## src/hdl/trt_pkg.sv

```systemverilog
// Package for the timestamp rebase tracker.
// Holds the shared ALU request type, the result beat struct and fixed widths.
// No dependencies.
package trt_pkg;

    // Fixed field and state widths
    localparam int DTS_W  = 33;   // input timestamps and 33-bit outputs
    localparam int CNT_W  = 16;   // frame count per segment
    localparam int ACC_W  = 64;   // running 64-bit state
    localparam int FT_W   = 32;   // frame total / divisor width

    typedef enum logic {
        ALU_ADD,
        ALU_SUB
    } alu_op_t;

    typedef struct packed {
        logic [ACC_W-1:0] a;
        logic [ACC_W-1:0] b;
        alu_op_t          op;
    } alu_req_t;

    // One result beat
    typedef struct packed {
        logic [DTS_W-1:0]        duration;
        logic signed [ACC_W-1:0] correction;
        logic [DTS_W-1:0]        first_dts;
    } trt_res_t;

endpackage

```

## src/hdl/trt_alu.sv

```systemverilog
// Shared 64-bit add/subtract unit with carry out.
// Depends on trt_pkg. Carry out on a subtract is high when a >= b.
module trt_alu (
    input  trt_pkg::alu_req_t    req,
    output logic [trt_pkg::ACC_W:0] sum
);
    import trt_pkg::*;

    logic [ACC_W-1:0] b_op;
    logic             cin;

    // Subtract as a + ~b + 1
    assign b_op = (req.op == ALU_SUB) ? ~req.b : req.b;
    assign cin  = (req.op == ALU_SUB);
    assign sum  = {1'b0, req.a} + {1'b0, b_op} + {{ACC_W{1'b0}}, cin};

endmodule

```

## src/hdl/trt_core.sv

```systemverilog
// Sequencer and tracking state of the timestamp rebase tracker.
// Depends on trt_pkg and trt_alu. Every tracking add, subtract and division
// step uses the single trt_alu; division is restoring, one bit a cycle.
module trt_core #(
    parameter int TS_BITS = 33
) (
    input  logic                        aclk,
    input  logic                        aresetn,
    input  logic                        in_valid,
    output logic                        in_ready,
    input  logic [trt_pkg::DTS_W-1:0]   first_dts,
    input  logic [trt_pkg::DTS_W-1:0]   last_dts,
    input  logic [trt_pkg::CNT_W-1:0]   num_frames,
    input  logic                        univ_flag,
    input  logic [trt_pkg::DTS_W-1:0]   threshold,
    output logic                        res_valid,
    input  logic                        res_ready,
    output trt_pkg::trt_res_t           res
);
    import trt_pkg::*;

    localparam int DIV_CW = $clog2(ACC_W);
    localparam logic [DIV_CW-1:0] DIV_LAST = DIV_CW'(ACC_W - 1);

    typedef enum logic [3:0] {
        ST_IDLE,
        ST_CORR,
        ST_GAP_A,
        ST_GAP_B,
        ST_REBASE,
        ST_CLAST,
        ST_CFIRST,
        ST_DELTA,
        ST_DTADD,
        ST_FTADD,
        ST_DIV,
        ST_EXP,
        ST_DUR,
        ST_DONE
    } state_t;

    state_t            state_reg;
    // captured item
    logic [DTS_W-1:0]  first_reg;
    logic [DTS_W-1:0]  last_reg;
    logic [CNT_W-1:0]  cm1_reg;
    // tracking state
    logic              exp_valid_reg;
    logic [ACC_W-1:0]  exp_reg;
    logic [ACC_W-1:0]  rc_reg;
    logic [ACC_W-1:0]  dt_reg;
    logic [FT_W-1:0]   ft_reg;
    // scratch
    logic [ACC_W-1:0]  t_reg;       // corrected first, later corrected last
    logic [ACC_W-1:0]  cfirst_reg;
    logic              gap_a_reg;
    logic [FT_W-1:0]   rem_reg;
    logic [ACC_W-1:0]  quo_reg;     // delta, then dividend / quotient
    logic [DIV_CW-1:0] cnt_reg;
    trt_res_t          res_reg;

    alu_req_t          alu_req;
    logic [ACC_W:0]    alu_sum;
    logic              alu_carry;
    logic              gap_over;
    logic [FT_W:0]     div_shift;

    trt_alu u_alu (
        .req (alu_req),
        .sum (alu_sum)
    );

    assign alu_carry = alu_sum[ACC_W];
    // Modular distance past the threshold
    assign gap_over  = ACC_W'(alu_sum[TS_BITS-1:0]) > ACC_W'(threshold);
    assign div_shift = {rem_reg, quo_reg[ACC_W-1]};

    // Operand selection for the shared ALU
    always_comb begin
        alu_req.a  = '0;
        alu_req.b  = '0;
        alu_req.op = ALU_ADD;
        unique case (state_reg)
            ST_CORR: begin
                alu_req.a = rc_reg;
                alu_req.b = ACC_W'(first_reg);
            end
            ST_GAP_A: begin
                alu_req.a  = exp_reg;
                alu_req.b  = t_reg;
                alu_req.op = ALU_SUB;
            end
            ST_GAP_B: begin
                alu_req.a  = t_reg;
                alu_req.b  = exp_reg;
                alu_req.op = ALU_SUB;
            end
            ST_REBASE: begin
                alu_req.a  = exp_reg;
                alu_req.b  = ACC_W'(first_reg);
                alu_req.op = ALU_SUB;
            end
            ST_CLAST: begin
                alu_req.a = ACC_W'(last_reg);
                alu_req.b = rc_reg;
            end
            ST_CFIRST: begin
                alu_req.a = ACC_W'(first_reg);
                alu_req.b = rc_reg;
            end
            ST_DELTA: begin
                alu_req.a  = ACC_W'(last_reg);
                alu_req.b  = ACC_W'(first_reg);
                alu_req.op = ALU_SUB;
            end
            ST_DTADD: begin
                alu_req.a = dt_reg;
                alu_req.b = quo_reg;
            end
            ST_FTADD: begin
                alu_req.a = ACC_W'(ft_reg);
                alu_req.b = ACC_W'(cm1_reg);
            end
            ST_DIV: begin
                alu_req.a  = ACC_W'(div_shift);
                alu_req.b  = ACC_W'(ft_reg);
                alu_req.op = ALU_SUB;
            end
            ST_EXP: begin
                alu_req.a = t_reg;
                alu_req.b = quo_reg;
            end
            ST_DUR: begin
                alu_req.a  = exp_reg;
                alu_req.b  = cfirst_reg;
                alu_req.op = ALU_SUB;
            end
            default: begin
                alu_req.op = ALU_ADD;
            end
        endcase
    end

    // Sequencer, tracking state and result register
    always_ff @(posedge aclk) begin
        if (!aresetn) begin
            state_reg     <= ST_IDLE;
            exp_valid_reg <= 1'b0;
            exp_reg       <= '0;
            rc_reg        <= '0;
            dt_reg        <= '0;
            ft_reg        <= '0;
        end else begin
            unique case (state_reg)
                ST_IDLE: begin
                    if (in_valid) begin
                        first_reg <= first_dts;
                        last_reg  <= last_dts;
                        cm1_reg   <= num_frames - CNT_W'(1);
                        if (num_frames == '0) begin
                            // empty segment: zero result, state untouched
                            res_reg   <= '0;
                            state_reg <= ST_DONE;
                        end else if (!univ_flag && exp_valid_reg) begin
                            state_reg <= ST_CORR;
                        end else begin
                            state_reg <= ST_CLAST;
                        end
                    end
                end
                ST_CORR: begin
                    t_reg     <= alu_sum[ACC_W-1:0];
                    state_reg <= ST_GAP_A;
                end
                ST_GAP_A: begin
                    gap_a_reg <= gap_over;
                    state_reg <= ST_GAP_B;
                end
                ST_GAP_B: begin
                    state_reg <= (gap_a_reg && gap_over) ? ST_REBASE : ST_CLAST;
                end
                ST_REBASE: begin
                    rc_reg    <= alu_sum[ACC_W-1:0];
                    state_reg <= ST_CLAST;
                end
                ST_CLAST: begin
                    t_reg     <= alu_sum[ACC_W-1:0];
                    state_reg <= ST_CFIRST;
                end
                ST_CFIRST: begin
                    cfirst_reg <= alu_sum[ACC_W-1:0];
                    state_reg  <= ST_DELTA;
                end
                ST_DELTA: begin
                    quo_reg   <= ACC_W'(alu_sum[TS_BITS-1:0]);
                    state_reg <= ST_DTADD;
                end
                ST_DTADD: begin
                    dt_reg    <= alu_sum[ACC_W-1:0];
                    state_reg <= ST_FTADD;
                end
                ST_FTADD: begin
                    ft_reg <= alu_sum[FT_W-1:0];
                    if (alu_sum[FT_W-1:0] == '0) begin
                        // no mean duration to add
                        quo_reg   <= '0;
                        state_reg <= ST_EXP;
                    end else begin
                        quo_reg   <= dt_reg;
                        rem_reg   <= '0;
                        cnt_reg   <= '0;
                        state_reg <= ST_DIV;
                    end
                end
                ST_DIV: begin
                    rem_reg <= alu_carry ? alu_sum[FT_W-1:0] : div_shift[FT_W-1:0];
                    quo_reg <= {quo_reg[ACC_W-2:0], alu_carry};
                    cnt_reg <= cnt_reg + DIV_CW'(1);
                    if (cnt_reg == DIV_LAST) begin
                        state_reg <= ST_EXP;
                    end
                end
                ST_EXP: begin
                    exp_reg       <= alu_sum[ACC_W-1:0];
                    exp_valid_reg <= 1'b1;
                    state_reg     <= ST_DUR;
                end
                ST_DUR: begin
                    res_reg.duration   <= DTS_W'(alu_sum[TS_BITS-1:0]);
                    res_reg.correction <= rc_reg;
                    res_reg.first_dts  <= first_reg;
                    state_reg          <= ST_DONE;
                end
                ST_DONE: begin
                    if (res_ready) begin
                        state_reg <= ST_IDLE;
                    end
                end
                default: begin
                    state_reg <= ST_IDLE;
                end
            endcase
        end
    end

    // No beat is taken while reset is held
    assign in_ready  = aresetn && (state_reg == ST_IDLE);
    assign res_valid = (state_reg == ST_DONE);
    assign res       = res_reg;

endmodule

```

## src/hdl/timestamp_rebase_tracker_unit.sv

```systemverilog
// Top level of the timestamp rebase tracker: threshold register, output
// register and the sequencer core. Depends on trt_pkg and trt_core.
//
// Usage: one input beat per media segment on s_* (first/last DTS, frame
// count, universal-timestamp flag); one result beat per input on m_*
// (duration, signed correction to apply, uncorrected first DTS).
// The threshold is written through cfg_valid/cfg_ready/cfg_rebase_threshold,
// which is ready whenever reset is released; write it only while no segment
// is in flight.
// A segment with frame count zero goes straight to its result. Otherwise
// the core steps the shared 64-bit adder through 7 to 11 operations plus
// 64 restoring-division steps (skipped when the frame total is zero).
// One segment at a time: s_ready is high only while the core is idle, so
// a new segment is taken only once the core is done with the last one.
// A finished result sits in the output register; the core may accept the
// next segment meanwhile, and holds its next result until the output
// register is free. Reset (aresetn low, synchronous) clears the tracking
// state, drops m_valid, s_ready and cfg_ready and sets the threshold to 900000.
module timestamp_rebase_tracker_unit #(
    parameter int TS_BITS = 33
) (
    input  logic                               aclk,
    input  logic                               aresetn,
    input  logic                               cfg_valid,
    output logic                               cfg_ready,
    input  logic [trt_pkg::DTS_W-1:0]          cfg_rebase_threshold,
    input  logic                               s_valid,
    output logic                               s_ready,
    input  logic [trt_pkg::DTS_W-1:0]          s_first_dts,
    input  logic [trt_pkg::DTS_W-1:0]          s_last_dts,
    input  logic [trt_pkg::CNT_W-1:0]          s_num_frames,
    input  logic                               s_univ_flag,
    output logic                               m_valid,
    input  logic                               m_ready,
    output logic [trt_pkg::DTS_W-1:0]          m_duration,
    output logic signed [trt_pkg::ACC_W-1:0]   m_applied_correction,
    output logic [trt_pkg::DTS_W-1:0]          m_original_first_dts
);
    import trt_pkg::*;

    localparam logic [DTS_W-1:0] THR_RESET = DTS_W'(900000);

    logic [DTS_W-1:0] thr_reg;
    logic             m_valid_reg;
    trt_res_t         out_reg;
    logic             res_valid;
    logic             res_ready;
    trt_res_t         res;

    // Threshold register
    always_ff @(posedge aclk) begin
        if (!aresetn) begin
            thr_reg <= THR_RESET;
        end else if (cfg_valid) begin
            thr_reg <= cfg_rebase_threshold;
        end
    end

    assign cfg_ready = aresetn;

    trt_core #(
        .TS_BITS (TS_BITS)
    ) u_core (
        .aclk       (aclk),
        .aresetn    (aresetn),
        .in_valid   (s_valid),
        .in_ready   (s_ready),
        .first_dts  (s_first_dts),
        .last_dts   (s_last_dts),
        .num_frames (s_num_frames),
        .univ_flag  (s_univ_flag),
        .threshold  (thr_reg),
        .res_valid  (res_valid),
        .res_ready  (res_ready),
        .res        (res)
    );

    // Output register: free when empty or being drained
    assign res_ready = !m_valid_reg || m_ready;

    always_ff @(posedge aclk) begin
        if (!aresetn) begin
            m_valid_reg <= 1'b0;
        end else if (res_ready) begin
            m_valid_reg <= res_valid;
            if (res_valid) begin
                out_reg <= res;
            end
        end
    end

    assign m_valid              = m_valid_reg;
    assign m_duration           = out_reg.duration;
    assign m_applied_correction = out_reg.correction;
    assign m_original_first_dts = out_reg.first_dts;

endmodule

```

## config.mk

```make
export PLATFORM = sky130hd
export DESIGN_NAME = timestamp_rebase_tracker_unit
export DESIGN_NICKNAME = d
export VERILOG_FILES = /design/src/hdl/trt_pkg.sv /design/src/hdl/trt_alu.sv /design/src/hdl/trt_core.sv /design/src/hdl/timestamp_rebase_tracker_unit.sv
export SDC_FILE = /design/constraint.sdc
export NUM_CORES = 2
export LEC_CHECK = 0
export BUFFER_PORTS_ARGS = -buffer_cell sky130_fd_sc_hd__buf_2
export CAP_MARGIN = 20
export CORE_ASPECT_RATIO = 0.75
export CORE_MARGIN = 10
export CORE_UTILIZATION = 50
export CTS_CLUSTER_DIAMETER = 100
export CTS_CLUSTER_SIZE = 20
export DETAILED_ROUTE_END_ITERATION = 6
export PLACE_DENSITY = 0.77
export SETUP_SLACK_MARGIN = 0.1
export SYNTH_ARGS = -nofsm -noshare
export SYNTH_HDL_FRONTEND = slang
export SYNTH_SLANG_ARGS = --single-unit
```

## constraint.sdc

```tcl
create_clock -name aclk -period 15.26 [get_ports aclk]
set_input_delay 2.289 -clock aclk [delete_from_list [all_inputs] [get_ports aclk]]
set_output_delay 2.289 -clock aclk [all_outputs]
set_load 0.005 [all_outputs]
```

# After elaboration in Yosys (flattened, before gate mapping)
# Index checks and enable logic that the tools add are counted.
# op_classes
add_sub_neg	4
magnitude_cmp	1
n_eq_ne	19
muxes	21
n_bitwise	1
reduce_logical	23
# ops
operator	n
$pmux W128 S12	1
$mux W130	2
$pmux W130 S2	1
$pmux W64 S3	1
$mux W64	2
$add A64 B64 Y65	1
$add A65 B1 Y65	1
$mux W32	2
$not A64 Y64	1
$pmux W32 S2	1
$pmux W4 S14	1
$gt A33 B33 Y1	1
$logic_not A32 Y1	1
$eq A4 B4 Y1 const B	6
$eq A4 B3 Y1 const B	4
$logic_not A16 Y1	1
$mux W4	4
$sub A16 B1 Y16 const B	1
$pmux W6 S2	1
$reduce_and A3 Y1	4
$eq A4 B2 Y1 const B	2
$reduce_and A2 Y1	4
$add A6 B1 Y6 const B	1
$eq A6 B6 Y1 const B	1
15 further kinds	24
# word_totals
ff_bits	836
input_bits	121
wordCells	92

# Depth between registers and ports, before layout
# depth
word_depth	10
depth_mapped	33

# Modules after synthesis
# From an unflattened synthesis, not the netlist that was laid out.
# hier_totals
cells_unflattened	3537
hier_area_um2	38648.3
# modules_own_cells
mod	instances	cells_per_inst	area_each_um2
trt_core	1	2637	28866.4
timestamp_rebase_tracker_unit	1	242	5198.7
trt_alu	1	658	4583.1

# Least setup slack after synthesis
# No wires, ideal clock.
# synth_timing
path_type	in2reg
start	input aresetn
end	register out_reg (netlist bit m_applied_correction[0]), enable pin
setup_ns	0.778
t_arrival_ns	11.335
required_time_ns	14.482
setup_slack_ns	3.147
stages	3
n_path_buf	1
path_cell_list	clkbuf_1 -> nand2_1 -> nor3_1
# synth_via
elab_chain_len	1
# synth_rtl
element	line	text
start: declaration	timestamp_rebase_tracker_unit.sv:23	input logic aresetn,
$reduce_and A3 Y1 (no source line)	-	
end signal: assignment	timestamp_rebase_tracker_unit.sv:87	out_reg <= res;
end: declaration	timestamp_rebase_tracker_unit.sv:45	trt_res_t out_reg;
# Every way passes these cells.
# A chain may end at the register's enable or synchronous reset.

# Worst setup path after layout
# layout_timing
start	register u_core.state_reg[3]
end	register u_core.state_reg[0]
# layout_via
elab_chain_len	10
# layout_rtl
element	line	text
start: declaration	trt_core.sv:42	state_t state_reg;
start signal: assignment	trt_core.sv:180	state_reg <= (gap_a_reg && gap_over) ? ST_REBASE : ST_CLAST;
$eq A4 B4 Y1, or another cell as far along	trt_core.sv:83	unique case (state_reg)
$pmux W128 S12 / $reduce_or A6 Y1 (equally long branches)	-	
$not A64 Y64 / $mux W1 (equally long branches)	trt_alu.sv:13, trt_core.sv:83	
$mux W64	trt_alu.sv:13	assign b_op = (req.op == ALU_SUB) ? ~req.b : req.b;
$add A64 B64 Y65	trt_alu.sv:15	assign sum = {1'b0, req.a} + {1'b0, b_op} + {{ACC_W{1'b0}}, cin};
$add A65 B1 Y65 *	trt_alu.sv:15	
named net u_core.alu_sum[31]	trt_core.sv:63	logic [ACC_W:0] alu_sum;
$gt A33 B33 Y1 *	trt_core.sv:75	assign gap_over = ACC_W'(alu_sum[TS_BITS-1:0]) > ACC_W'(threshold);
named net u_core.gap_over	trt_core.sv:65	logic gap_over;
$logic_and A1 B1 Y1 *	trt_core.sv:180	
$mux W1 *	trt_core.sv:180	
$pmux W4 S14 *	trt_core.sv:154	unique case (state_reg)
# The timed path passes the listed nets; every way through them passes the cells marked *.

==> flow_metrics.env <==
export IMPL_whs_path_depth=0
export IMPL_syn_inst=3617
export IMPL_hold_viol_final=0
export IMPL_cts_setup_buffers=0
export IMPL_antenna_found_initial=3
export IMPL_fin_util_pct=55.2
export IMPL_cts_resized=0
export IMPL_syn_area_per_cell_um2=11.0
export IMPL_reg2reg_depth=23
export IMPL_crit_chain="nand2b_4 -> nor2_4 -> buf_4 -> a22oi_1 -> nand3_1 -> a21oi_1 -> xnor2_1 -> ha_1 -> a21oi_1 -> o21ai_0 -> a221oi_1 -> o2111ai_1 -> a21oi_1 -> nor2_1 -> xnor2_1 -> inv_1 -> ha_1 -> nand4_1 -> nor4_1 -> a21oi_1 -> a31oi_1 -> a311oi_1 -> o41a_1"
export IMPL_ios=254
export IMPL_setup_tns_ns=0
export IMPL_synth_top_cell_area_share_pct=43.1
export IMPL_cts_tree="done"
export IMPL_clkSlewWorstSetupHoldPaths_ns=0.10
export IMPL_largest_register_ffs=130
export IMPL_wire_per_inst_um=25.7
export IMPL_critPathLaunchType="flip-flop"
export IMPL_ant_nets=0
export IMPL_crit_type="reg2reg"
export IMPL_fmax_mhz=108
export IMPL_cp_max_fo=59
export IMPL_clock_latency_ns=0.65
export IMPL_ir_worst_vdd_mv=0.204
export IMPL_yosysMostFrequentCell="nand2_1"
export IMPL_synth_area_leader_cell="edfxtp_1"
export IMPL_die_h_um=265
export IMPL_synthArstFlopShare_pct=0
export IMPL_dp_hpwl_um=79200
export IMPL_fin_skew_ns=0.0260
export IMPL_final_layout_size_suffix_gt1_share_pct=13.2
export IMPL_syn_area_um2=39900
export IMPL_die_x_um=346
export IMPL_holdCritPathClass="reg2reg"
export IMPL_p_leak_nw=15.9
export IMPL_synth_main_ff_cell="edfxtp_1"
export IMPL_first_iter_violations=5571
export IMPL_period_needed_ns=9.23
export IMPL_grt_overflow=0
export IMPL_rsz0062_at_grt="no"
export IMPL_yosysSeqAreaShare_pct=56.3
export IMPL_synth_area_leaders="edfxtp_1 (43%), dfxtp_1 (13%), nand2_1 (5.5%)"
export IMPL_syn_nets=3837
export IMPL_slowest_delay_ns=0.98
export IMPL_cts_max_level=2
export IMPL_ctsHoldBuffers=0
export IMPL_num_vias=31000
export IMPL_drv_cap=0
export IMPL_final_nets=3959
export IMPL_tightest_slew_ns=1.30
export IMPL_areaGrowthSynthToFinish_pct=9.04
export IMPL_final_area_um2=43500
export IMPL_synth_cell_type_count=94
export IMPL_dieArea_um2=91700
export IMPL_wl_um=124000
export IMPL_arrival_ns=9.76
export IMPL_grt_pass1_vias=29500
export IMPL_postPlaceCellArea_um2=42100
export IMPL_synth_seq_cells=836
export IMPL_crit_path_top_delay_cell="nor4_1"
export IMPL_drc=120
export IMPL_fin_crit_sh_pct=60.5
export IMPL_num_antenna_cells=0
export IMPL_grt_pass1_wl_um=186000
export IMPL_ys_warn_count=0
export IMPL_grt_max_degree=195
export IMPL_numPortBuffers=253
export IMPL_cts_buffers=48
export IMPL_worst_ep_required_time_ns=15.79
export IMPL_cts_root_buf="clkbuf_16"
export IMPL_power_density_nw_per_um2=251
export IMPL_drt_pass1_iter_count=7
export IMPL_crit_top_cell="a21oi_1"
export IMPL_track_usage_pct=25.9
export IMPL_gp_congestion=0.986
export IMPL_clockBufferDepth=3
export IMPL_maxSlewViolCount=0
export IMPL_row_count=89
export IMPL_via_per_inst=6.42
export IMPL_outcome="complete, but fails checks"
export IMPL_ys_top_cells_by_count="nand2_1 (580), edfxtp_1 (573), dfxtp_1 (263)"
export IMPL_violations="DRC"
export IMPL_hold_ws_ns=0.418
export IMPL_cts_sinks=836
export IMPL_worstSetupEndpointType="flip-flop"
export IMPL_synth_edf_count=573
export IMPL_slew_headroom_pct=13.2
export IMPL_core_area_um2=79000
export IMPL_fillers=6656
export IMPL_setup_violations=0
export IMPL_start_util_pct=50.6
==> layout make-up <==
type                    count  area [um^2]  share of cell area, %
flip-flops and latches    836        22500                   51.6
multi-input cells        2353        15800                   36.3
repair buffers            329         1910                   4.38
clock buffers              86         1370                   3.13
well taps                1046         1310                   3.01
inverters                 171          644                   1.48
clock inverters             4         45.0                  0.103
==> metal layers <==
| layer | wire [um] | track usage [%] | share of wire, % | up-vias |
|---|---|---|---|---|
| li1 | - | - | - | 13700 |
| met1 | 50800 | 37.0 | 41 | 14700 |
| met4 | 3610 | 7.51 | 2.9 | 6 |
| met3 | 18900 | 9.08 | 15 | 293 |
| met5 | 39 | 0.105 | 0.031 | - |
| met2 | 50700 | 36.5 | 41 | 2282 |
==> placed cells by master (no fill, tap or decap), drive strengths merged, types with 115 or more instances in the layout <==
cell,instances
a222oi,155
and2,145
nand2,580
dfxtp,263
inv,175
buf,328
nor2,145
a21oi,115
a22oi,162
a21boi,169
edfxtp,573
==> critical path, delay by kind of cell (launching register included) <==
family	cells	cell delay [ns]
AO/OA/AOI/OAI	11	2.82
AND/OR/NAND/NOR	6	2.33
XOR/XNOR	2	1.01
adder cells (fa/ha/maj)	2	0.84
flip-flops	1	0.90
buffers and inverters	2	1.11
==> final timing paths <==
check,endpoint,slack (ns),startpoint
setup / recovery,u_core.state_reg[0]$_SDFFE_PN0P_,6.03,u_core.state_reg[3]$_SDFFE_PN0P_
setup reg to reg,u_core.state_reg[0]$_SDFFE_PN0P_,6.03,u_core.state_reg[3]$_SDFFE_PN0P_
hold reg to reg,m_original_first_dts[9]$_DFFE_PP_,0.42,u_core.res[9]$_SDFFCE_PP0P_
hold / removal,m_original_first_dts[9]$_DFFE_PP_,0.42,u_core.res[9]$_SDFFCE_PP0P_
==> stage by stage <==
stage	cells	power [mW]	setup slack, ns
finish	4825	10.9	6.03
floorplan	3617	7.21	3.15
global route	4825	11.4	5.95
detailed placement	4731	9.31	6.80
global placement	4730	9.22	6.70
CTS	4821	10.7	6.74
==> report_power, final <==
group	switching (mW)	internal, mW	total (mW)
registers	0.205	2.99	3.20
logic	4.28	2.08	6.36
clock network	0.757	0.615	1.37
==> cell families after synthesis <==
family | count (synthesis) | share of synthesized area, %
AO/OA/AOI/OAI | 964 | 19.2
AND/OR/NAND/NOR | 1136 | 13.2
multiplexers | 53 | 1.33
buffers and inverters | 428 | 4.62
flip-flops | 836 | 56.3
XOR/XNOR | 101 | 2.25
adder cells (fa/ha/maj) | 99 | 3.12
Power figures use the tool's default switching activity.
